===== src/rtl/wvac_pkg.sv =====
// Package: shared types, constants and CORDIC arctangent table for the wind agreement check.
package wvac_pkg;

  localparam int unsigned COMP_W   = 16;
  localparam int unsigned GUARD    = 8;
  localparam int unsigned XY_W     = 28;
  localparam int unsigned ACC_W    = 32;
  localparam int unsigned MAX_STG  = 24;
  localparam int unsigned MAG_W    = 20;
  localparam logic [15:0] INV_GAIN = 16'd39797;
  localparam logic [ACC_W-1:0] HALF_TURN = 32'h0080_0000;
  localparam logic [15:0] SPEED_TOL_RST = 16'd658;
  localparam logic [15:0] ANGLE_TOL_RST = 16'd2731;

  typedef enum logic [0:0] {
    REG_SPEED_TOL = 1'b0,
    REG_ANGLE_TOL = 1'b1
  } reg_idx_t;

  typedef enum logic [1:0] {
    FAIL_NONE  = 2'd0,
    FAIL_SPEED = 2'd1,
    FAIL_DIR   = 2'd2
  } fail_t;

  typedef struct packed {
    logic signed [15:0] predicted_east;
    logic signed [15:0] predicted_north;
    logic signed [15:0] sensed_east;
    logic signed [15:0] sensed_north;
  } in_req_t;

  typedef struct packed {
    logic       winds_agree;
    logic [1:0] failure_reason;
  } out_req_t;

  typedef struct packed {
    logic signed [XY_W-1:0] x;
    logic signed [XY_W-1:0] y;
    logic [ACC_W-1:0]       acc;
  } vec_t;

  typedef struct packed {
    logic vld;
    vec_t p;
    vec_t s;
  } cell_bus_t;

  function automatic logic [ACC_W-1:0] atan_lut(input logic [4:0] i);
    logic [ACC_W-1:0] r;
    unique case (i)
      5'd0:  r = 32'd2097152;
      5'd1:  r = 32'd1238021;
      5'd2:  r = 32'd654136;
      5'd3:  r = 32'd332050;
      5'd4:  r = 32'd166669;
      5'd5:  r = 32'd83416;
      5'd6:  r = 32'd41718;
      5'd7:  r = 32'd20860;
      5'd8:  r = 32'd10430;
      5'd9:  r = 32'd5215;
      5'd10: r = 32'd2608;
      5'd11: r = 32'd1304;
      5'd12: r = 32'd652;
      5'd13: r = 32'd326;
      5'd14: r = 32'd163;
      5'd15: r = 32'd81;
      5'd16: r = 32'd41;
      5'd17: r = 32'd20;
      5'd18: r = 32'd10;
      5'd19: r = 32'd5;
      5'd20: r = 32'd3;
      5'd21: r = 32'd1;
      5'd22: r = 32'd1;
      default: r = '0;
    endcase
    return r;
  endfunction

endpackage


===== src/rtl/wvac_cell.sv =====
// CORDIC vectoring cell: one micro-rotation on both vectors per cycle while adv is high.
module wvac_cell #(
  parameter int unsigned STAGE = 0
) (
  input  logic                 clk,
  input  logic                 rst_n,
  input  logic                 adv,
  input  wvac_pkg::cell_bus_t  prev,
  output wvac_pkg::cell_bus_t  cur
);

  wvac_pkg::cell_bus_t cur_r, cur_nxt;

  function automatic wvac_pkg::vec_t rot(input wvac_pkg::vec_t v);
    wvac_pkg::vec_t o;
    logic signed [wvac_pkg::XY_W-1:0] xs, ys;
    logic [wvac_pkg::ACC_W-1:0] a;
    xs = v.x >>> STAGE;
    ys = v.y >>> STAGE;
    a  = wvac_pkg::atan_lut(5'(STAGE));
    if (!v.y[wvac_pkg::XY_W-1]) begin
      o.x = v.x + ys; o.y = v.y - xs; o.acc = v.acc + a;
    end else begin
      o.x = v.x - ys; o.y = v.y + xs; o.acc = v.acc - a;
    end
    return o;
  endfunction

  always_comb begin
    cur_nxt = cur_r;
    if (adv) begin
      cur_nxt.vld = prev.vld;
      cur_nxt.p   = rot(prev.p);
      cur_nxt.s   = rot(prev.s);
    end
  end

  always_ff @(posedge clk) begin
    if (!rst_n) begin
      cur_r.vld <= 1'b0;
    end else begin
      cur_r.vld <= cur_nxt.vld;
    end
    cur_r.p <= cur_nxt.p;
    cur_r.s <= cur_nxt.s;
  end

  assign cur = cur_r;

endmodule


===== config.mk =====
export PLATFORM = sky130hd
export DESIGN_NAME = wvac_cell
export DESIGN_NICKNAME = d
export VERILOG_FILES = /design/src/rtl/wvac_pkg.sv /design/src/rtl/wvac_cell.sv
export SDC_FILE = /design/constraint.sdc
export NUM_CORES = 1
export LEC_CHECK = 0
export ABC_AREA = 1
export BUFFER_PORTS_ARGS = -buffer_cell sky130_fd_sc_hd__buf_2
export CELL_PAD_IN_SITES_DETAIL_PLACEMENT = 1
export CELL_PAD_IN_SITES_GLOBAL_PLACEMENT = 2
export CORE_AREA = 3 3 244 246
export CTS_BUF_LIST = sky130_fd_sc_hd__clkbuf_16
export DETAILED_ROUTE_END_ITERATION = 7
export DIE_AREA = 0 0 247 249
export HOLD_SLACK_MARGIN = 0.06
export PLACE_DENSITY = 0.93
export SETUP_SLACK_MARGIN = 0.05
export SLEW_MARGIN = 10
export SYNTH_ARGS = -nofsm -noshare
export SYNTH_HDL_FRONTEND = slang
export SYNTH_SLANG_ARGS = --single-unit
export TNS_END_PERCENT = 5

===== constraint.sdc =====
create_clock -name clk -period 5.1 [get_ports clk]
set_clock_uncertainty 0.1 [all_clocks]
set_input_delay 1.02 -clock clk [delete_from_list [all_inputs] [get_ports clk]]
set_output_delay 1.02 -clock clk [all_outputs]
set_load 0.005 [all_outputs]

## Word-level counts from Yosys, hierarchy flattened

Index checks and enable logic that the tools add are counted.

- Word-level logic and storage cells: 19
- Input port bits: 180
- Output and inout bits: 177
- Bits in registers: 177

- Add/subtract/negate cells: 10
- Muxes and demuxes: 2

Operator list:

| kind | number |
|---|---|
| $mux 88 | 2 |
| $sub 28x28->28 | 4 |
| $add 32x22->32 const B | 2 |
| $sub 32x22->32 const B | 2 |
| $add 28x28->28 | 2 |

## Logic depth before layout (Yosys ltp)

- Depth after elaboration: 2
- Gate-level depth with buffers: 15
- Gate-level depth less buffers: 14

## Worst setup path before layout

Ideal clock, no wire load.

- Path type: input to register
- From: in prev[147] (netlist bit)
- To: reg cur_r, in the netlist cur[117], data pin
- Cell stages on the path: 13
- Path buffers: 3
- Required time: 4.744 ns
- Path slack: 2.026 ns
- Arrival: 2.718 ns
- Library setup time: 0.256 ns
- Cell sequence: buf_2 inv_1 buf_2 buf_2 fa_1 o21ai_0 nand2_1 nand2_1 nand2_1 a21oi_1 nor2_1 nand2_1 nand2_1

- Longest elaborated chain between the ends: 1

RTL lines:

| element | RTL line | source |
|---|---|---|
| start: declaration | wvac_cell.sv:8 | `input wvac_pkg::cell_bus_t prev,` |
| $mux 88 | wvac_cell.sv:21 | `if (!v.y[wvac_pkg::XY_W-1]) begin` |
| end: declaration | wvac_cell.sv:12 | `wvac_pkg::cell_bus_t cur_r, cur_nxt;` |

No other way between the ends.
A chain may end at the register's enable or synchronous reset.

## Worst setup path in the final report

- From: in prev[38] (netlist bit)
- To: reg cur_r, in the netlist cur[87], data pin

- Longest elaborated chain between the ends: 2
- Elaborated cells on any way between the ends: 3
- Those cells by class: 2 x add/sub; 1 x mux

RTL lines:

| element | RTL line |
|---|---|
| $add 28x28->28 or $sub 28x28->28 (tied branches) | wvac_cell.sv:22, wvac_cell.sv:24 |
| $mux 88 * | wvac_cell.sv:21 |

Every way passes the cells marked *; elsewhere a longest branch is shown, timed or not.

==> metrics <==
Final Hold Viols=0; Die Y=249 um; Async SR Flop Fraction=0; Max rail drop VDD=0.000282 V; Worst Hold Endpoint=cur[176]; FF-to-FF End=cur[176]; clk root buf=clkbuf_16; Net count, final=3649; CP max FO=11; RSZ-0062 raised after global routing=false; GRT Total Usage=0.238; # Post-CTS Setup Buffers=0; Post-Synthesis Cells=2955; clk sinks=175; Reg clk slew, reported paths=0.08 ns; WP data arrival=3.11 ns; flop2flop setup slack=4.35 ns; Worst setup SP type=input port; Routed Antenna Nets=0; Syn Area/Cell=6.59 um2; Ys Warns=0; Setup-failing EPs final=0; fmax=338 MHz; WL per Instance=18.3 um; layout cells sized above 1=0.146; number of fill cells=7613; total power=0.00538 W; global placement routability congestion=0.960; number of synthesized flops with an enable pin=174; status=complete, no violations; DRT Pass-1 Iters=5; Site Rows=88; global-route wire length before repair=113000 um; max reg flops=175; PwrDens=241 nW/um2; worst hold path stage count=2; top cell type's share of synthesized area=0.268; RR Startpoint=cur[176]; Setup TNS=0 ns; largest net degree at the start of global routing=94; CTS tree=yes; Clock Tree Buf Depth=2; Core Region=57600 um2; initial antenna violation count=4; Final HPWL DP=62400 um; synth unique cells=43; period utilization=0.580; total CTS buffers=17; Synth Register Bits=175; relative slew slack=0.509; sequential area share after synthesis=0.269; most common cell after layout, fill and taps aside=nand2_1; vias per cell=4.95; Yosys top cell by area=edfxtp_1; fin crit period=2.96 ns; R2R cell count=2; Iter 0 DRT Violations=1072; drt drc=0; total gr overflow=0; most frequent cells in the layout=968 x nand2_1, 551 x inv_1, 355 x buf_2; synth-to-layout area growth=14.7%; via count=19995; Mapped Nets=3341; CTS Hold Buffers Added=0; WS Path Type=input port to register; vias in the first global route=20420; Worst Path Required=5.25 ns; worst slew pin tran=0.737 ns; Routed WL=74000 um; die area=61500 um2; Cell Area, Synth=19500 um2; max-slew violations=0; chip width=247 um; leak pwr=12.1 nW; Starting Density=0.338; Multi-input gate area=11600 um2; H-tree Lvls=4; Reg area=5250 um2; synth top area cells=edfxtp_1 27%, nand2_1 19%, ha_1 13%; critical path endpoint category=register; post-CTS sizing=0; Ports=357; hold path startpoint=cur[176]; worst skew pair latency=0.50 ns; MaxCap Viol Count=0; Port Buf Inserts=356; min-delay worst type=register to register; top_reg_cell synth=edfxtp_1
[cells in the mapped netlist, types with 3 or more instances]
| library cell | instances |
|---|---|
| inv_2 | 6 |
| buf_6 | 26 |
| inv_1 | 553 |
| o21bai_1 | 33 |
| clkbuf_1 | 7 |
| nand3_1 | 271 |
| nand3_2 | 7 |
| buf_4 | 19 |
| o22ai_1 | 12 |
| nand2_1 | 968 |
| buf_1 | 7 |
| xor2_1 | 46 |
| a21oi_2 | 9 |
| nand2_4 | 3 |
| nor2_4 | 12 |
| nor2_1 | 179 |
| nor3_1 | 9 |
| edfxtp_1 | 174 |
| o21ai_0 | 94 |
| nand4_1 | 53 |
| a31oi_1 | 12 |
| buf_2 | 15 |
| a21o_1 | 4 |
| fa_1 | 8 |
| a21oi_1 | 152 |
| nand2_2 | 16 |
| ha_1 | 198 |
| nor2_2 | 24 |
| o21ai_1 | 17 |
[report_power, final]
part / leakage, nW / internal [W] / switching [W]
Sequential: 1.71 / 0.00182 / 0.0000762
Clock: 0.296 / 0.000666 / 0.000762
Combinational: 10.1 / 0.000674 / 0.00138
Total: 12.1 / 0.00316 / 0.00222
[kinds of logic (layout without fill, tap and decap cells)]
group / Yosys count / after routing / share of synthesized area
adders and majority gates: 206 / 206 / 0.135
AOI/OAI and AO/OA: 344 / 344 / 0.0989
other: 0 / 1 / 0
DFF: 175 / 175 / 0.269
muxes: 2 / 2 / 0.00103
buffers and inverters: 633 / 954 / 0.137
and+or+nand+nor: 1547 / 1547 / 0.337
xor gates and xnor gates: 48 / 48 / 0.0216
[metal layers]
| layer | vias up | routed length, um | GRT usage |
|---|---|---|---|
| li1 | 9944 | - | - |
| met1 | 9506 | 32500 | 0.302 |
| met5 | - | 0 | 0 |
| met2 | 458 | 36200 | 0.418 |
| met4 | 0 | 2080 | 0.0756 |
| met3 | 87 | 3240 | 0.0291 |
[per-stage QoR]
step,setup WS [ns],util,area (um2),hold WS [ns],cells
2_1_floorplan,2.03,-,19500,0.425,2955
3_3_place_gp,1.62,0.377,21700,0.430,4009
3_5_place_dp,1.67,0.377,21700,0.428,4009
4_1_cts,2.22,0.388,22300,0.453,4041
5_1_grt,1.97,0.388,22300,0.534,4041
6_report,2.14,0.388,22300,0.452,4042
[final cells by class]
| cell class | instances | area share |
|---|---|---|
| antenna | 1 | 0.000112 |
| clock buffer | 17 | 0.0190 |
| clock inverter | 15 | 0.00829 |
| inverter | 559 | 0.0939 |
| multi-input combinational | 2147 | 0.518 |
| sequential | 175 | 0.235 |
| tap | 765 | 0.0428 |
| timing repair buffer | 363 | 0.0831 |
[worst max-delay path, stage by stage]
cell	delay [ns]
buf_2	0.11
inv_1	0.04
ha_1	0.60
nand2_1	0.22
nor2_1	0.30
and2_2	0.24
nand2_1	0.06
nand3_1	0.18
nand2_1	0.10
nand2_1	0.07
nand2_1	0.05
nand3_1	0.06
nand2_1	0.07
[worst max-delay path by stage]
stage | start | end
floorplan | prev[147] | cur[117]
CTS | prev[139] | cur[143]
detailed placement | prev[139] | cur[143]
global placement | prev[139] | cur[171]
global route | prev[133] | cur[135]
finish | prev[38] | cur[87]
Note: power is estimated with default switching activity, not from simulation.
