## src/rtl/wvac_pkg.sv

```systemverilog
// Package: shared types, constants and CORDIC arctangent table for the wind agreement check.
package wvac_pkg;

  localparam int unsigned COMP_W   = 16;
  localparam int unsigned GUARD    = 8;
  localparam int unsigned XY_W     = 28;
  localparam int unsigned ACC_W    = 32;
  localparam int unsigned MAX_STG  = 24;
  localparam int unsigned MAG_W    = 20;
  localparam logic [15:0] INV_GAIN = 16'd39797;
  localparam logic [ACC_W-1:0] HALF_TURN = 32'h0080_0000;
  localparam logic [15:0] SPEED_TOL_RST = 16'd658;
  localparam logic [15:0] ANGLE_TOL_RST = 16'd2731;

  typedef enum logic [0:0] {
    REG_SPEED_TOL = 1'b0,
    REG_ANGLE_TOL = 1'b1
  } reg_idx_t;

  typedef enum logic [1:0] {
    FAIL_NONE  = 2'd0,
    FAIL_SPEED = 2'd1,
    FAIL_DIR   = 2'd2
  } fail_t;

  typedef struct packed {
    logic signed [15:0] predicted_east;
    logic signed [15:0] predicted_north;
    logic signed [15:0] sensed_east;
    logic signed [15:0] sensed_north;
  } in_req_t;

  typedef struct packed {
    logic       winds_agree;
    logic [1:0] failure_reason;
  } out_req_t;

  typedef struct packed {
    logic signed [XY_W-1:0] x;
    logic signed [XY_W-1:0] y;
    logic [ACC_W-1:0]       acc;
  } vec_t;

  typedef struct packed {
    logic vld;
    vec_t p;
    vec_t s;
  } cell_bus_t;

  function automatic logic [ACC_W-1:0] atan_lut(input logic [4:0] i);
    logic [ACC_W-1:0] r;
    unique case (i)
      5'd0:  r = 32'd2097152;
      5'd1:  r = 32'd1238021;
      5'd2:  r = 32'd654136;
      5'd3:  r = 32'd332050;
      5'd4:  r = 32'd166669;
      5'd5:  r = 32'd83416;
      5'd6:  r = 32'd41718;
      5'd7:  r = 32'd20860;
      5'd8:  r = 32'd10430;
      5'd9:  r = 32'd5215;
      5'd10: r = 32'd2608;
      5'd11: r = 32'd1304;
      5'd12: r = 32'd652;
      5'd13: r = 32'd326;
      5'd14: r = 32'd163;
      5'd15: r = 32'd81;
      5'd16: r = 32'd41;
      5'd17: r = 32'd20;
      5'd18: r = 32'd10;
      5'd19: r = 32'd5;
      5'd20: r = 32'd3;
      5'd21: r = 32'd1;
      5'd22: r = 32'd1;
      default: r = '0;
    endcase
    return r;
  endfunction

endpackage

```

## src/rtl/wvac_judge.sv

```systemverilog
// Result stages: magnitude scaling, speed and direction checks, output register.
module wvac_judge (
  input  logic                 clk,
  input  logic                 rst_n,
  input  logic                 adv,
  input  wvac_pkg::cell_bus_t  chain,
  input  logic [15:0]          speed_tol,
  input  logic [15:0]          angle_tol,
  output logic                 mvld,
  output logic                 ovld,
  output wvac_pkg::out_req_t   odata
);

  logic        mvld_r, mvld_nxt, ovld_r, ovld_nxt;
  logic [wvac_pkg::MAG_W-1:0] pmag_r, pmag_nxt, smag_r, smag_nxt;
  logic [15:0] dang_r, dang_nxt;
  wvac_pkg::out_req_t odata_r, odata_nxt;

  logic [43:0] pprod, sprod;
  logic [wvac_pkg::ACC_W-1:0] pa, sa;
  logic [15:0] pang, sang;
  logic [wvac_pkg::MAG_W-1:0] sdiff;
  logic [16:0] adiff;

  always_comb begin
    pprod = 44'(unsigned'(chain.p.x)) * 44'(wvac_pkg::INV_GAIN) + 44'(1 << 23);
    sprod = 44'(unsigned'(chain.s.x)) * 44'(wvac_pkg::INV_GAIN) + 44'(1 << 23);
    pa = chain.p.acc + 32'd128;
    sa = chain.s.acc + 32'd128;
    // a zero vector leaves x at zero; force its angle to zero
    pang = (chain.p.x == '0) ? 16'd0 : pa[23:8];
    sang = (chain.s.x == '0) ? 16'd0 : sa[23:8];
    sdiff = (smag_r >= pmag_r) ? smag_r - pmag_r : pmag_r - smag_r;
    adiff = dang_r[15] ? 17'(~{1'b1, dang_r}) + 17'd1 : {1'b0, dang_r};

    mvld_nxt = mvld_r; pmag_nxt = pmag_r; smag_nxt = smag_r; dang_nxt = dang_r;
    ovld_nxt = ovld_r; odata_nxt = odata_r;
    if (adv) begin
      mvld_nxt = chain.vld;
      pmag_nxt = pprod[24 +: wvac_pkg::MAG_W];
      smag_nxt = sprod[24 +: wvac_pkg::MAG_W];
      dang_nxt = sang - pang;
      ovld_nxt = mvld_r;
      if (sdiff > {4'd0, speed_tol}) begin
        odata_nxt.winds_agree = 1'b0;
        odata_nxt.failure_reason = wvac_pkg::FAIL_SPEED;
      end else if (adiff > {1'b0, angle_tol}) begin
        odata_nxt.winds_agree = 1'b0;
        odata_nxt.failure_reason = wvac_pkg::FAIL_DIR;
      end else begin
        odata_nxt.winds_agree = 1'b1;
        odata_nxt.failure_reason = wvac_pkg::FAIL_NONE;
      end
    end
  end

  always_ff @(posedge clk) begin
    if (!rst_n) begin
      mvld_r <= 1'b0;
      ovld_r <= 1'b0;
    end else begin
      mvld_r <= mvld_nxt;
      ovld_r <= ovld_nxt;
    end
    pmag_r  <= pmag_nxt;
    smag_r  <= smag_nxt;
    dang_r  <= dang_nxt;
    odata_r <= odata_nxt;
  end

  assign mvld  = mvld_r;
  assign ovld  = ovld_r;
  assign odata = odata_r;

endmodule

```

## config.mk

```make
export PLATFORM = sky130hd
export DESIGN_NAME = wvac_judge
export DESIGN_NICKNAME = d
export VERILOG_FILES = /design/src/rtl/wvac_pkg.sv /design/src/rtl/wvac_judge.sv
export SDC_FILE = /design/constraint.sdc
export NUM_CORES = 1
export LEC_CHECK = 0
export BUFFER_PORTS_ARGS = -buffer_cell sky130_fd_sc_hd__buf_2
export CORE_ASPECT_RATIO = 0.9
export CORE_MARGIN = 2
export CORE_UTILIZATION = 57
export DETAILED_ROUTE_END_ITERATION = 10
export GPL_ROUTABILITY_DRIVEN = 1
export GPL_TIMING_DRIVEN = 0
export PLACE_DENSITY = 0.8
export SLEW_MARGIN = 20
export SYNTH_ARGS = -nofsm -noshare
export SYNTH_HDL_FRONTEND = slang
export SYNTH_SLANG_ARGS = --single-unit
export TNS_END_PERCENT = 20
```

## constraint.sdc

```tcl
create_clock -name clk -period 6.1 [get_ports clk]
set_input_delay 0.61 -clock clk [delete_from_list [all_inputs] [get_ports clk]]
set_output_delay 0.61 -clock clk [all_outputs]
set_load 0.01 [all_outputs]
```

Word level (Yosys, flattened, before mapping) --
Index checks and enable logic that the tools add are counted.
Word-level totals: flip-flop bits (word level) 61, bits of input ports 212, output and inout bits 5, logic and storage cells 28
Operators by class: $add $sub $neg 8, multipliers 2, magnitude comparators 3, multiplexer cells 5, bitwise logic cells 1, reductions and logical operators 2
Operators with widths (number):
- 44-bit by 24-bit adder with 44-bit output (second input constant) | 2
- 28-bit by 16-bit multiplier with 44-bit output (second input constant) | 2
- 28-bit logical NOT | 2
- 24-bit by 8-bit adder with 24-bit output (second input constant) | 2
- 20-bit subtractor | 2
- 16-bit 2-to-1 mux | 2
- 20-bit greater-or-equal comparator | 1
- 20-bit by 16-bit greater-than comparator with 1-bit output | 1
- 20-bit 2-to-1 mux | 1
- 17-bit by 1-bit adder with 17-bit output (second input constant) | 1
- 17-bit by 16-bit greater-than comparator with 1-bit output | 1
- 17-bit 2-to-1 mux | 1
- 17-bit NOT | 1
- 16-bit subtractor | 1
- 3-bit 2-to-1 mux | 1

Logic depth before layout (Yosys ltp) --
Gate-level depths: netlist (run 1).
depth in word-level cells 5, gate-level depth with buffers 26, mapped depth without buffers 24

Worst setup path after synthesis (run 1) --
No wires, ideal clock.
kind input port to flip-flop, start point input chain[156] (netlist name), end point register pmag_r[6] (netlist name) (data pin), library setup time 258 ps, arrival 6019 ps, data required time 5842 ps, slack -177 ps, stages on the path 22, path buffers 0, cell sequence inv_1 fa_1 fa_1 inv_1 fa_1 inv_1 fa_1 inv_1 fa_1 inv_1 fa_1 inv_1 ha_1 and4_1 a311oi_1 a21oi_1 a21oi_1 o21bai_1 a22o_1 or4_1 a31oi_1 xnor2_1
Between the ends: longest elaborated chain between the ends 2
RTL lines:
- from (decl) | RTL line wvac_judge.sv:6 | input wvac_pkg::cell_bus_t chain,
- 28-bit by 16-bit multiplier with 44-bit output | RTL line wvac_judge.sv:26 | pprod = 44'(unsigned'(chain.p.x)) * 44'(wvac_pkg::INV_GAIN) + 44'(1 << 23);
- 44-bit by 24-bit adder with 44-bit output | RTL line wvac_judge.sv:26
- net pprod[30] | RTL line wvac_judge.sv:19 | logic [43:0] pprod, sprod;
- to (signal assigned) | RTL line wvac_judge.sv:65 | pmag_r <= pmag_nxt;
- to (decl) | RTL line wvac_judge.sv:15 | logic [wvac_pkg::MAG_W-1:0] pmag_r, pmag_nxt, smag_r, smag_nxt;
The timed path passes the listed nets, and every way through them passes these cells. A chain may end at the register's enable or synchronous reset.

Worst setup path after layout (run 1) --
start point input chain[65] (netlist name), end point register smag_r[18] (netlist name) (data pin)
Between the ends: longest elaborated chain between the ends 2
RTL lines:
- 28-bit by 16-bit multiplier with 44-bit output | RTL line wvac_judge.sv:27 | sprod = 44'(unsigned'(chain.s.x)) * 44'(wvac_pkg::INV_GAIN) + 44'(1 << 23);
- 44-bit by 24-bit adder with 44-bit output | RTL line wvac_judge.sv:27
- net sprod[42] | RTL line wvac_judge.sv:19
- to (signal assigned) | RTL line wvac_judge.sv:66 | smag_r <= smag_nxt;
- to (decl) | RTL line wvac_judge.sv:15
The timed path passes the listed nets, and every way through them passes these cells.

==> results of run 1 <==
## worst max-delay path: stages
cell                         delay [ns]
sky130_fd_sc_hd__buf_8             0.12
sky130_fd_sc_hd__clkinvlp_4        0.12
sky130_fd_sc_hd__fa_2              0.41
sky130_fd_sc_hd__fa_1              0.51
sky130_fd_sc_hd__inv_1             0.05
sky130_fd_sc_hd__fa_1              0.51
sky130_fd_sc_hd__inv_2             0.04
sky130_fd_sc_hd__fa_1              0.49
sky130_fd_sc_hd__inv_2             0.05
sky130_fd_sc_hd__fa_1              0.48
sky130_fd_sc_hd__inv_1             0.06
sky130_fd_sc_hd__fa_1              0.49
sky130_fd_sc_hd__inv_1             0.05
sky130_fd_sc_hd__ha_1              0.27
sky130_fd_sc_hd__nand4_1           0.14
sky130_fd_sc_hd__a21oi_1           0.15
sky130_fd_sc_hd__o211a_1           0.28
sky130_fd_sc_hd__o2111ai_2         0.16
sky130_fd_sc_hd__a21oi_2           0.19
sky130_fd_sc_hd__buf_6             0.16
sky130_fd_sc_hd__a21oi_4           0.08
sky130_fd_sc_hd__o32ai_4           0.41
sky130_fd_sc_hd__buf_4             0.18
sky130_fd_sc_hd__a211o_1           0.15
sky130_fd_sc_hd__a21oi_2           0.07
sky130_fd_sc_hd__xnor2_1           0.12
## final cells by class
cell class	count	area (um2)	area share, %
diodes	2	5.00	0.0195
plain buffers	20	80.1	0.312
clock buffers	9	225	0.879
clock inverters	7	73.8	0.288
inverters	621	2420	9.43
multi-input cells	1658	19000	74.1
flip-flops and latches	61	1810	7.07
well taps	532	666	2.60
repair buffers	197	1370	5.34
## metal layers
metal	GRT usage [%]	up-vias	wire, um
met5	0	-	0
met4	6.51	0	1300
met3	6.24	89	3740
met2	46.2	482	27100
met1	34.9	8485	23400
li1	-	7945	-
## cell families after synthesis
group                      Yosys count  share of synthesized area, %
adders and majority gates          862                          59.5
xor gates and xnor gates           146                          5.59
and+or+nand+nor                    333                          7.18
DFF                                 61                          7.91
buffers and inverters              641                          10.5
AOI/OAI and AO/OA                  302                          8.64
muxes                               15                         0.678
## registers in the layout, summed over array words and instances (netlist names)
signal  flops
odata       3
pmag_r     20
dang_r     16
ovld        1
mvld        1
smag_r     20
## through the flow
| step | setup WS (ns) | cells | instance area, um2 |
|---|---|---|---|
| after global placement | -1.40 | 3022 | 24200 |
| after detailed placement | -1.46 | 3022 | 24300 |
| after global routing | -0.437 | 3105 | 25600 |
| final | -0.178 | 3107 | 25600 |
| after CTS | -0.147 | 3075 | 25100 |
| after floorplan | -0.103 | 2360 | 22900 |
## cells in the final DEF, fill, tap and decap left out, drive strengths merged, types with 13 or more instances in the layout
| master | instances |
|---|---|
| nand2 | 86 |
| clkbuf | 31 |
| nor2b | 24 |
| ha | 485 |
| nand4 | 23 |
| inv | 600 |
| o21a | 14 |
| nor2 | 80 |
| a211oi | 13 |
| edfxtp | 59 |
| fa | 377 |
| xor2 | 57 |
| a21o | 57 |
| clkinvlp | 26 |
| xnor2 | 89 |
| a21oi | 87 |
| buf | 195 |
| o21ai | 66 |
| nor3 | 18 |
| nand3 | 37 |
## final timing paths
check,start,end,cells after the start
min reg2reg,ovld,ovld,2
min,rst_n,ovld,2
max reg2reg,pmag_r[10],odata[0],24
max,chain[65],smag_r[18],26
## cell usage after synthesis, types with 3 or more instances
library cell and count:
sky130_fd_sc_hd__and4_1 4, sky130_fd_sc_hd__nor2_1 79, sky130_fd_sc_hd__nand4_1 23, sky130_fd_sc_hd__a221oi_1 4, sky130_fd_sc_hd__a211o_1 7, sky130_fd_sc_hd__or2_2 7, sky130_fd_sc_hd__nand3b_1 5, sky130_fd_sc_hd__and2_1 9
sky130_fd_sc_hd__nand2_1 86, sky130_fd_sc_hd__inv_1 621, sky130_fd_sc_hd__fa_1 377, sky130_fd_sc_hd__o31ai_1 4, sky130_fd_sc_hd__a21oi_1 85, sky130_fd_sc_hd__nor3_1 18, sky130_fd_sc_hd__buf_2 4, sky130_fd_sc_hd__xor2_1 57
sky130_fd_sc_hd__a211oi_1 11, sky130_fd_sc_hd__mux2_2 4, sky130_fd_sc_hd__and3_1 11, sky130_fd_sc_hd__nand2b_1 8, sky130_fd_sc_hd__a31oi_1 9, sky130_fd_sc_hd__or3_1 7, sky130_fd_sc_hd__or4_1 3, sky130_fd_sc_hd__xnor2_1 89
sky130_fd_sc_hd__a22o_1 5, sky130_fd_sc_hd__ha_1 485, sky130_fd_sc_hd__a21boi_0 5, sky130_fd_sc_hd__o21ai_0 63, sky130_fd_sc_hd__clkbuf_1 15, sky130_fd_sc_hd__nor2b_1 24, sky130_fd_sc_hd__nor4_1 4, sky130_fd_sc_hd__a21o_1 57
sky130_fd_sc_hd__nand3_1 37, sky130_fd_sc_hd__o21bai_1 9, sky130_fd_sc_hd__o21a_1 14, sky130_fd_sc_hd__edfxtp_1 59, sky130_fd_sc_hd__mux2i_1 11, sky130_fd_sc_hd__o31a_1 3
## repair_timing
| item | in CTS | in global routing |
|---|---|---|
| pin swaps | 30 | 47 |
| setup endpoints to repair | 31 | 31 |
| resized for setup | 85 | 78 |
| buffers inserted | 37 | 30 |
==> key figures, run 1 <==
Outcome
  • Result of the run: finished, violations left
  • Failing checks: setup timing

Global routing
  • Initial antenna violation count: 1
  • Number of global-route vias before repair: 18,400
  • Maximum number of pins on one net before global-route repair: 62
  • Overflow after GRT: 0
  • All-layer global routing usage: a little over a quarter
  • Global-route wire length before repair: 90,500 um

Critical path
  • Arrival time worst endpoint: 6.37 ns
  • Reg-to-reg setup timing slack: 0.07 ns
  • Critical Path RT: 6.19 ns
  • Worst Path Max Fanout: 7
  • Setup Crit Path Kind: primary input to flop
  • Startpoint Class: primary input
  • Crit. End Element: flop

Timing
  • Worst Skew: 0.00946 ns
  • Tightest slew margin relative to the limit: 42.5%
  • Achievable frequency: 159 MHz
  • Final setup violation count: 11
  • Number of slew-limit violations in the final report: 0
  • Final hold violation count: 0
  • Sum of negative setup slack: -1.17 ns
  • Setup slack of the critical path after layout: -0.178 ns
  • Worst hold margin: 0.573 ns
  • Share of the cycle needed by the critical path after routing: 103%
  • Slew @ Worst Pin: 0.855 ns
  • Final Critical Period: 6.28 ns
  • RSZ-0062 raised after global routing: yes

Synthesis
  • Top cells by area, synth: sky130_fd_sc_hd__fa_1 33%, sky130_fd_sc_hd__ha_1 27%, sky130_fd_sc_hd__inv_1 10%
  • Fraction of synthesized cell area taken by the top area cell type: approximately 33%
  • Mean post-synth cell area: 9.70 um2
  • Sequential cell area fraction in the yosys report: 7.91%
  • Fraction of registers with async set/reset: 0%
  • Top flip-flop cell by instance count after synthesis: sky130_fd_sc_hd__edfxtp_1
  • Cells after Synth: 2,360
  • Total nets after synthesis: between 3,000 and 4,000
  • Number of warnings reported in the yosys synthesis log: 0
  • Mapped cell area: 22,900 um2
  • EDFF count, synth: 59
  • Post-synthesis cell type with the largest combined area: sky130_fd_sc_hd__fa_1
  • FF+latch count, synth: 61
  • Post-synthesis cell type count: 65

Routing
  • Drt first-iter violations: 892
  • Count of nets left with antenna violations after detail routing: 0
  • Number of detailed-routing iterations run before antenna repair: 5
  • Final WL: around 56,000 um
  • Post-DR vias/cell: around 5.5
  • Per-cell routed wire length: roughly 18 um
  • Count of unresolved DRC violations after routing: 0
  • Vias: 17,000

Cells and area
  • Final core utilization: 64.8%
  • Area growth syn-to-layout: 12.0%
  • Share of layout cells above drive strength 1: around 13%
  • Number of nets in the layout: 3,642
  • Total of fill cells in the finished design: 3,060

Floorplanning
  • Core region area: 39,500 um2
  • Starting density of the core: 57.9%
  • Core Rows: 69
  • Width of the chip: 215 um
  • Vert. Die Dim: approximately 190 um
  • Total Die Area: approximately 42,000 um2
  • Number of placed I/O pins: 217

Clock tree
  • CTS Sinks: 61
  • Root buffer cell: sky130_fd_sc_hd__clkbuf_16
  • Clock slew at the register clock pins of the worst setup and hold paths: around 0.060 ns
  • Clock H-tree levels: 3
  • Number of hold-repair buffers added at the cts stage: 0
  • Worst skew pair latency: 0.33 ns
  • Number of CTS-inserted buffers: 9
  • Clock tree from TritonCTS: done
  • Bufs on Longest Clock Path: 2

Min path
  • Type of the worst min-delay path: primary input to flop

Place
  • Routability cong.: 0.964
  • Count of buffers inserted at the top-level ports: 130
  • HPWL after DPL: 47,700 um

Job
  • Maxcap violations: 0
Power of run 1 is not shown: default switching activity piles up to over one toggle a cycle in this logic, so the estimate is an artifact.
==> run 2, diff against run 1 <==
==> constraint.sdc (replaced) <==
create_clock -name clk -period 5.1 [get_ports clk]
set_input_delay 0.51 -clock clk [delete_from_list [all_inputs] [get_ports clk]]
set_output_delay 0.51 -clock clk [all_outputs]
set_load 0.01 [all_outputs]
==> run 2 against run 1 <==
Effect of this change:
- the run still ends with setup timing left
- sequential share of layout area is 0.063 points lower
- global-route usage is 0.85 points higher
- cell count grew 0.23%
- critical path depth did not move
- die area did not move
- largest cell class unchanged
==> key figures, run 2 (synthesized netlist as in run 1, its figures left out) <==
Cells and area
  • Commonest non-fill, non-tap cells in the layout: 583 x sky130_fd_sc_hd__inv_1, 475 x sky130_fd_sc_hd__ha_1, 363 x sky130_fd_sc_hd__fa_1, 104 x sky130_fd_sc_hd__buf_2, 87 x sky130_fd_sc_hd__xnor2_1
  • Area growth syn-to-layout: 13.0%
  • Most common cell after layout, fill and taps aside: sky130_fd_sc_hd__inv_1
  • Total of fill cells in the finished design: 3,031
  • Total non-filler cell area in the finished layout: 25,900 um2
  • Final core utilization: between 60% and 70%
  • Number of nets in the layout: 3,648
  • Share of layout cells above drive strength 1: between 10% and 20%
  • Largest registers: pmag_r: 20 flops, smag_r: 20 flops, dang_r: 16 flops

Routing
  • Per-cell routed wire length: 18.4 um
  • Post-DR vias/cell: 5.52
  • Vias: 17,200
  • Count of unresolved DRC violations after routing: 0
  • Final WL: 57,200 um
  • Number of detailed-routing iterations run before antenna repair: 5
  • Count of nets left with antenna violations after detail routing: 0
  • Drt first-iter violations: roughly 1,100

Clock tree
  • Root buffer cell: sky130_fd_sc_hd__clkbuf_16
  • Bufs on Longest Clock Path: 2
  • Clock tree from TritonCTS: done
  • Clock slew at the register clock pins of the worst setup and hold paths: 0.06 ns
  • Number of hold-repair buffers added at the cts stage: 0
  • CTS Sinks: 61
  • Number of CTS-inserted buffers: 9
  • Worst skew pair latency: 0.34 ns
  • Clock H-tree levels: 3

Global routing
  • Maximum number of pins on one net before global-route repair: 62
  • Number of global-route vias before repair: between 15,000 and 20,000
  • All-layer global routing usage: roughly 28%
  • Initial antenna violation count: 2
  • Overflow after GRT: 0
  • Global-route wire length before repair: a little over 90,000 um

Place
  • Routability cong.: 0.972
  • Dpl ws: -2.00 ns
  • HPWL after DPL: 47,800 um
  • Count of buffers inserted at the top-level ports: 130
  • Area post-placement: 24,300 um2

Timing
  • Final hold violation count: 0
  • Slew @ Worst Pin: 0.849 ns
  • Final Critical Period: 6.23 ns
  • Share of the cycle needed by the critical path after routing: 122%
  • Sum of negative setup slack: -30.01 ns
  • Number of slew-limit violations in the final report: 0
  • Final setup violation count: between 40 and 50
  • Achievable frequency: 161 MHz
  • RSZ-0062 raised after global routing: yes
  • Tightest slew margin relative to the limit: between 40% and 50%
  • Worst Skew: between 0.007 and 0.008 ns
  • Setup slack of the critical path after layout: -1.13 ns

Critical path
  • Destination of the worst register-to-register timing path: odata[0]
  • Arrival time worst endpoint: 6.32 ns
  • Critical Path RT: 5.19 ns
  • Crit. End Element: flop
  • Slowest-stage cell, CP: sky130_fd_sc_hd__fa_1
  • Number of buffers and inverters on the critical path: 9
  • Most repeated library cell on the critical path: sky130_fd_sc_hd__fa_1
  • Critical path's largest stage delay: 0.56 ns
  • Reg-to-reg setup timing slack: -0.58 ns
  • Setup Crit Path Kind: primary input to flop
  • Worst Path Max Fanout: 4
  • Startpoint Class: primary input
  • Source of the worst register-to-register timing path: smag_r[0]
  • Cell type group with the largest total delay on the critical path: adder cells
  • Number of cells on the worst reg-to-reg path: 26

Outcome
  • Failing checks: setup timing
  • Result of the run: finished, violations left

Floorplanning
  • Core Rows: 69
  • Number of placed I/O pins: 217
  • Core region area: 39,500 um2
  • Starting density of the core: just under 60%
  • Total Die Area: 41,800 um2
  • Width of the chip: 215 um
  • Vert. Die Dim: 194 um

Job
  • Maxcap violations: 0

Min path
  • Hold Path End: ovld
  • Number of cells on the worst hold path: 2
  • Type of the worst min-delay path: primary input to flop
  • Beginning of the worst hold path: rst_n
==> run 2: final cells by class <==
cell class                 count  area, um2  share of cell area (%)
multi-input combinational   1658      19100                    74.0
inverter                     621       2420                    9.35
tap                          532        666                    2.57
clock buffer                   9        225                   0.871
antenna                        3       7.51                  0.0290
clock inverter                 7       42.5                   0.164
buffer                        20       86.3                   0.334
timing repair buffer         203       1470                    5.69
sequential                    61       1810                    7.00
==> run 2: per-layer routing <==
metal  global-route usage, %  wire length (um)  up-vias
met5                       0                 0        -
met4                    8.28              1820        0
li1                        -                 -     7965
met2                    47.8             27500      590
met1                    35.5             23600     8470
met3                    6.27              4270      154
==> run 2: worst reg2reg max path, cell delays in order, from the launching register on <==
cell and delay [ns]:
sky130_fd_sc_hd__edfxtp_1 0.43, sky130_fd_sc_hd__inv_1 0.08, sky130_fd_sc_hd__ha_1 0.16, sky130_fd_sc_hd__inv_1 0.06, sky130_fd_sc_hd__fa_1 0.40, sky130_fd_sc_hd__a21oi_2 0.18, sky130_fd_sc_hd__o21ai_2 0.11, sky130_fd_sc_hd__a2111oi_4 0.39
sky130_fd_sc_hd__o21ai_2 0.14, sky130_fd_sc_hd__a211oi_2 0.33, sky130_fd_sc_hd__nor2_2 0.18, sky130_fd_sc_hd__clkbuf_4 0.25, sky130_fd_sc_hd__buf_4 0.22, sky130_fd_sc_hd__nand3_1 0.09, sky130_fd_sc_hd__nand2_1 0.06, sky130_fd_sc_hd__xnor2_1 0.15
sky130_fd_sc_hd__ha_1 0.31, sky130_fd_sc_hd__a21o_1 0.18, sky130_fd_sc_hd__a21o_1 0.17, sky130_fd_sc_hd__a21o_1 0.17, sky130_fd_sc_hd__a21o_1 0.17, sky130_fd_sc_hd__a21oi_1 0.14, sky130_fd_sc_hd__nor2b_1 0.06, sky130_fd_sc_hd__o21ai_0 0.17
sky130_fd_sc_hd__a221oi_1 0.16, sky130_fd_sc_hd__or4_1 0.49, sky130_fd_sc_hd__nand3b_1 0.20
==> run 2: stage by stage <==
stage,hold slack [ns],instances
finish,0.411,3114
global route,0.420,3111
CTS,0.397,3099
detailed placement,0.546,3023
floorplan,0.538,2360
global placement,0.498,3022
==> run 2: how the worst max path moves through the flow <==
stage	startpoint	endpoint	slack [ns]	depth (start not counted)
CTS	chain[67]	smag_r[19]	-1.09	24
detailed placement	chain[68]	smag_r[19]	-2.00	22
global placement	chain[68]	smag_r[19]	-1.83	22
floorplan	chain[156]	pmag_r[6]	-0.98	22
global route	chain[72]	smag_r[17]	-1.21	23
finish	chain[68]	smag_r[17]	-1.13	26
==> run 2: repair_timing <==
action / in CTS / in global routing
gates resized for setup: 165 / 35
cloned: 0 / 0
setup endpoints to repair: 43 / 43
pin swaps: 48 / 42
buffers inserted: 60 / 14
Power of run 2 is left out for the same reason.
==> run 3, diff against run 2 <==
--- a/config.mk
+++ b/config.mk
@@ -11,7 +11,6 @@
 export CORE_UTILIZATION = 57
 export DETAILED_ROUTE_END_ITERATION = 10
 export GPL_ROUTABILITY_DRIVEN = 1
-export GPL_TIMING_DRIVEN = 0
 export PLACE_DENSITY = 0.8
 export SLEW_MARGIN = 20
 export SYNTH_ARGS = -nofsm -noshare
==> run 3 against run 2 <==
Effect of this change:
- the flow still finishes with violations (setup timing)
- cell count is 8.4% higher
- routed wire length grew 6.2%
- count of clock-buffer cells in the layout rose by 1
- utilization is 4.8 points higher
- fmax is 4.8% higher
- final area grew 7.4%
- sequential cell count did not move
- worst hold slack worse by 0.0014 ns
- critical path depth shrank 1
- critical path type unchanged
==> key figures, run 3 (synthesized netlist as in run 1, its figures left out) <==
Timing
  • Final hold violation count: 0
  • Share of the cycle needed by the critical path after routing: 117%
  • RSZ-0062 raised after global routing: yes
  • Worst Skew: 0.00645 ns
  • Tightest slew margin relative to the limit: between 50% and 60%
  • Slew @ Worst Pin: 0.728 ns
  • Final setup violation count: 41
  • Setup slack of the critical path after layout: -0.845 ns
  • Sum of negative setup slack: -23.29 ns
  • Number of slew-limit violations in the final report: 0
  • Final Critical Period: 5.95 ns
  • Achievable frequency: 168 MHz

Outcome
  • Result of the run: finished, violations left
  • Failing checks: setup timing

Job
  • Maxcap violations: 0

Cells and area
  • Non-filler cells, final: 3,376
  • Commonest non-fill, non-tap cells in the layout: 591 x sky130_fd_sc_hd__inv_1, 479 x sky130_fd_sc_hd__ha_1, 370 x sky130_fd_sc_hd__fa_1, 351 x sky130_fd_sc_hd__buf_4, 125 x sky130_fd_sc_hd__buf_2
  • Area growth syn-to-layout: 21.3%
  • Number of nets in the layout: 3,914
  • Antenna cell count: 0
  • Largest registers: pmag_r: 20 flops, smag_r: 20 flops, dang_r: 16 flops
  • Share of layout cells above drive strength 1: 22.5%
  • Most common cell after layout, fill and taps aside: sky130_fd_sc_hd__inv_1

Critical path
  • Critical Path RT: ~5.2 ns
  • Startpoint Class: primary input
  • Number of buffers and inverters on the critical path: 8
  • Arrival time worst endpoint: 6.05 ns
  • Worst Path Max Fanout: 4
  • Setup Crit Path Kind: primary input to flop
  • Slowest-stage cell, CP: sky130_fd_sc_hd__fa_1
  • Crit. End Element: flop
  • Cell type group with the largest total delay on the critical path: adder cells
  • Most repeated library cell on the critical path: sky130_fd_sc_hd__fa_1
  • Critical path's largest stage delay: 0.54 ns

Clock tree
  • Worst skew pair latency: 0.35 ns
  • Clock slew at the register clock pins of the worst setup and hold paths: approximately 0.050 ns
  • CTS Sinks: 61
  • Clock tree from TritonCTS: done
  • Number of CTS-inserted buffers: 9
  • Root buffer cell: sky130_fd_sc_hd__clkbuf_16
  • Clock H-tree levels: 3
  • Bufs on Longest Clock Path: 2

Floorplanning
  • Number of placed I/O pins: ~220
  • Width of the chip: about 220 um
  • Starting density of the core: 57.9%
  • Total Die Area: ~42,000 um2
  • Vert. Die Dim: 194 um
  • Core region area: 39,500 um2
  • Core Rows: approximately 70

Global routing
  • Global-route wire length before repair: 98,900 um
  • Overflow after GRT: 0
  • All-layer global routing usage: 29.9%
  • Maximum number of pins on one net before global-route repair: 42
  • Number of global-route vias before repair: 20,100
  • Initial antenna violation count: 2

Place
  • HPWL after DPL: 54,000 um
  • Placed instance count: about 3,300
  • Routability cong.: 0.997
  • Count of buffers inserted at the top-level ports: 130

Routing
  • Per-cell routed wire length: between 15 and 20 um
  • Count of unresolved DRC violations after routing: 0
  • Final WL: 60,700 um
  • Drt first-iter violations: 963
  • Count of nets left with antenna violations after detail routing: 0
  • Vias: about 18,000
  • Post-DR vias/cell: 5.37
  • Number of detailed-routing iterations run before antenna repair: 5

Min path
  • Type of the worst min-delay path: primary input to flop
[run 3: cell count changes in the layout (fill, tap and decap cells not counted), moves of 8 or more]
| cell | before | now |
|---|---|---|
| sky130_fd_sc_hd__inv_1 | 583 | 591 |
| sky130_fd_sc_hd__buf_4 | 72 | 351 |
| sky130_fd_sc_hd__buf_2 | 104 | 125 |
| sky130_fd_sc_hd__clkinvlp_4 | 24 | 10 |
| sky130_fd_sc_hd__clkbuf_1 | 14 | 1 |
| sky130_fd_sc_hd__buf_12 | 8 | 0 |
[run 3: layout make-up]
type / instances / area [um2]
clock buffers: 10 / 229
clock inverters: 5 / 76.3
fillers: 2940 / 11800
inverters: 621 / 2370
multi-input cells: 1658 / 19200
flip-flops and latches: 61 / 1810
well taps: 532 / 666
repair buffers: 489 / 3410
[run 3: metrics by stage]
| step | hold slack [ns] | utilization [%] | setup WS (ns) | cell area [um2] |
|---|---|---|---|---|
| global placement | 0.496 | 67.6 | -1.19 | 26700 |
| floorplan | 0.538 | - | -0.983 | 23000 |
| finish | 0.409 | 70.2 | -0.845 | 27800 |
| detailed placement | 0.526 | 67.6 | -1.35 | 26700 |
| global route | 0.397 | 70.2 | -1.08 | 27800 |
| CTS | 0.389 | 69.1 | -0.924 | 27300 |
[run 3: final timing paths]
kind                                start         end  slack [ns]  cells past startpoint
worst max-delay path            chain[68]  smag_r[19]       -0.85                     25
worst min-delay path                rst_n        ovld        0.41                      2
worst max register to register  smag_r[0]    odata[0]       -0.04                     21
worst min register to register       ovld        ovld        0.53                      2
[run 3: timing repair]
item,in CTS,in global routing
pin swaps,42,46
hold buffers,0,0
setup endpoints to repair,43,43
buffers inserted,10,17
gates resized for setup,60,78
[run 3: layer usage]
| layer | global-route usage (%) | vias up | share of wire (%) |
|---|---|---|---|
| met2 | 51.7 | 544 | 49 |
| met3 | 4.89 | 181 | 6.3 |
| met5 | 0 | - | 0.013 |
| li1 | - | 8471 | - |
| met1 | 37.9 | 8933 | 41 |
| met4 | 10.9 | 2 | 4.1 |
Power of run 3 is left out for the same reason.
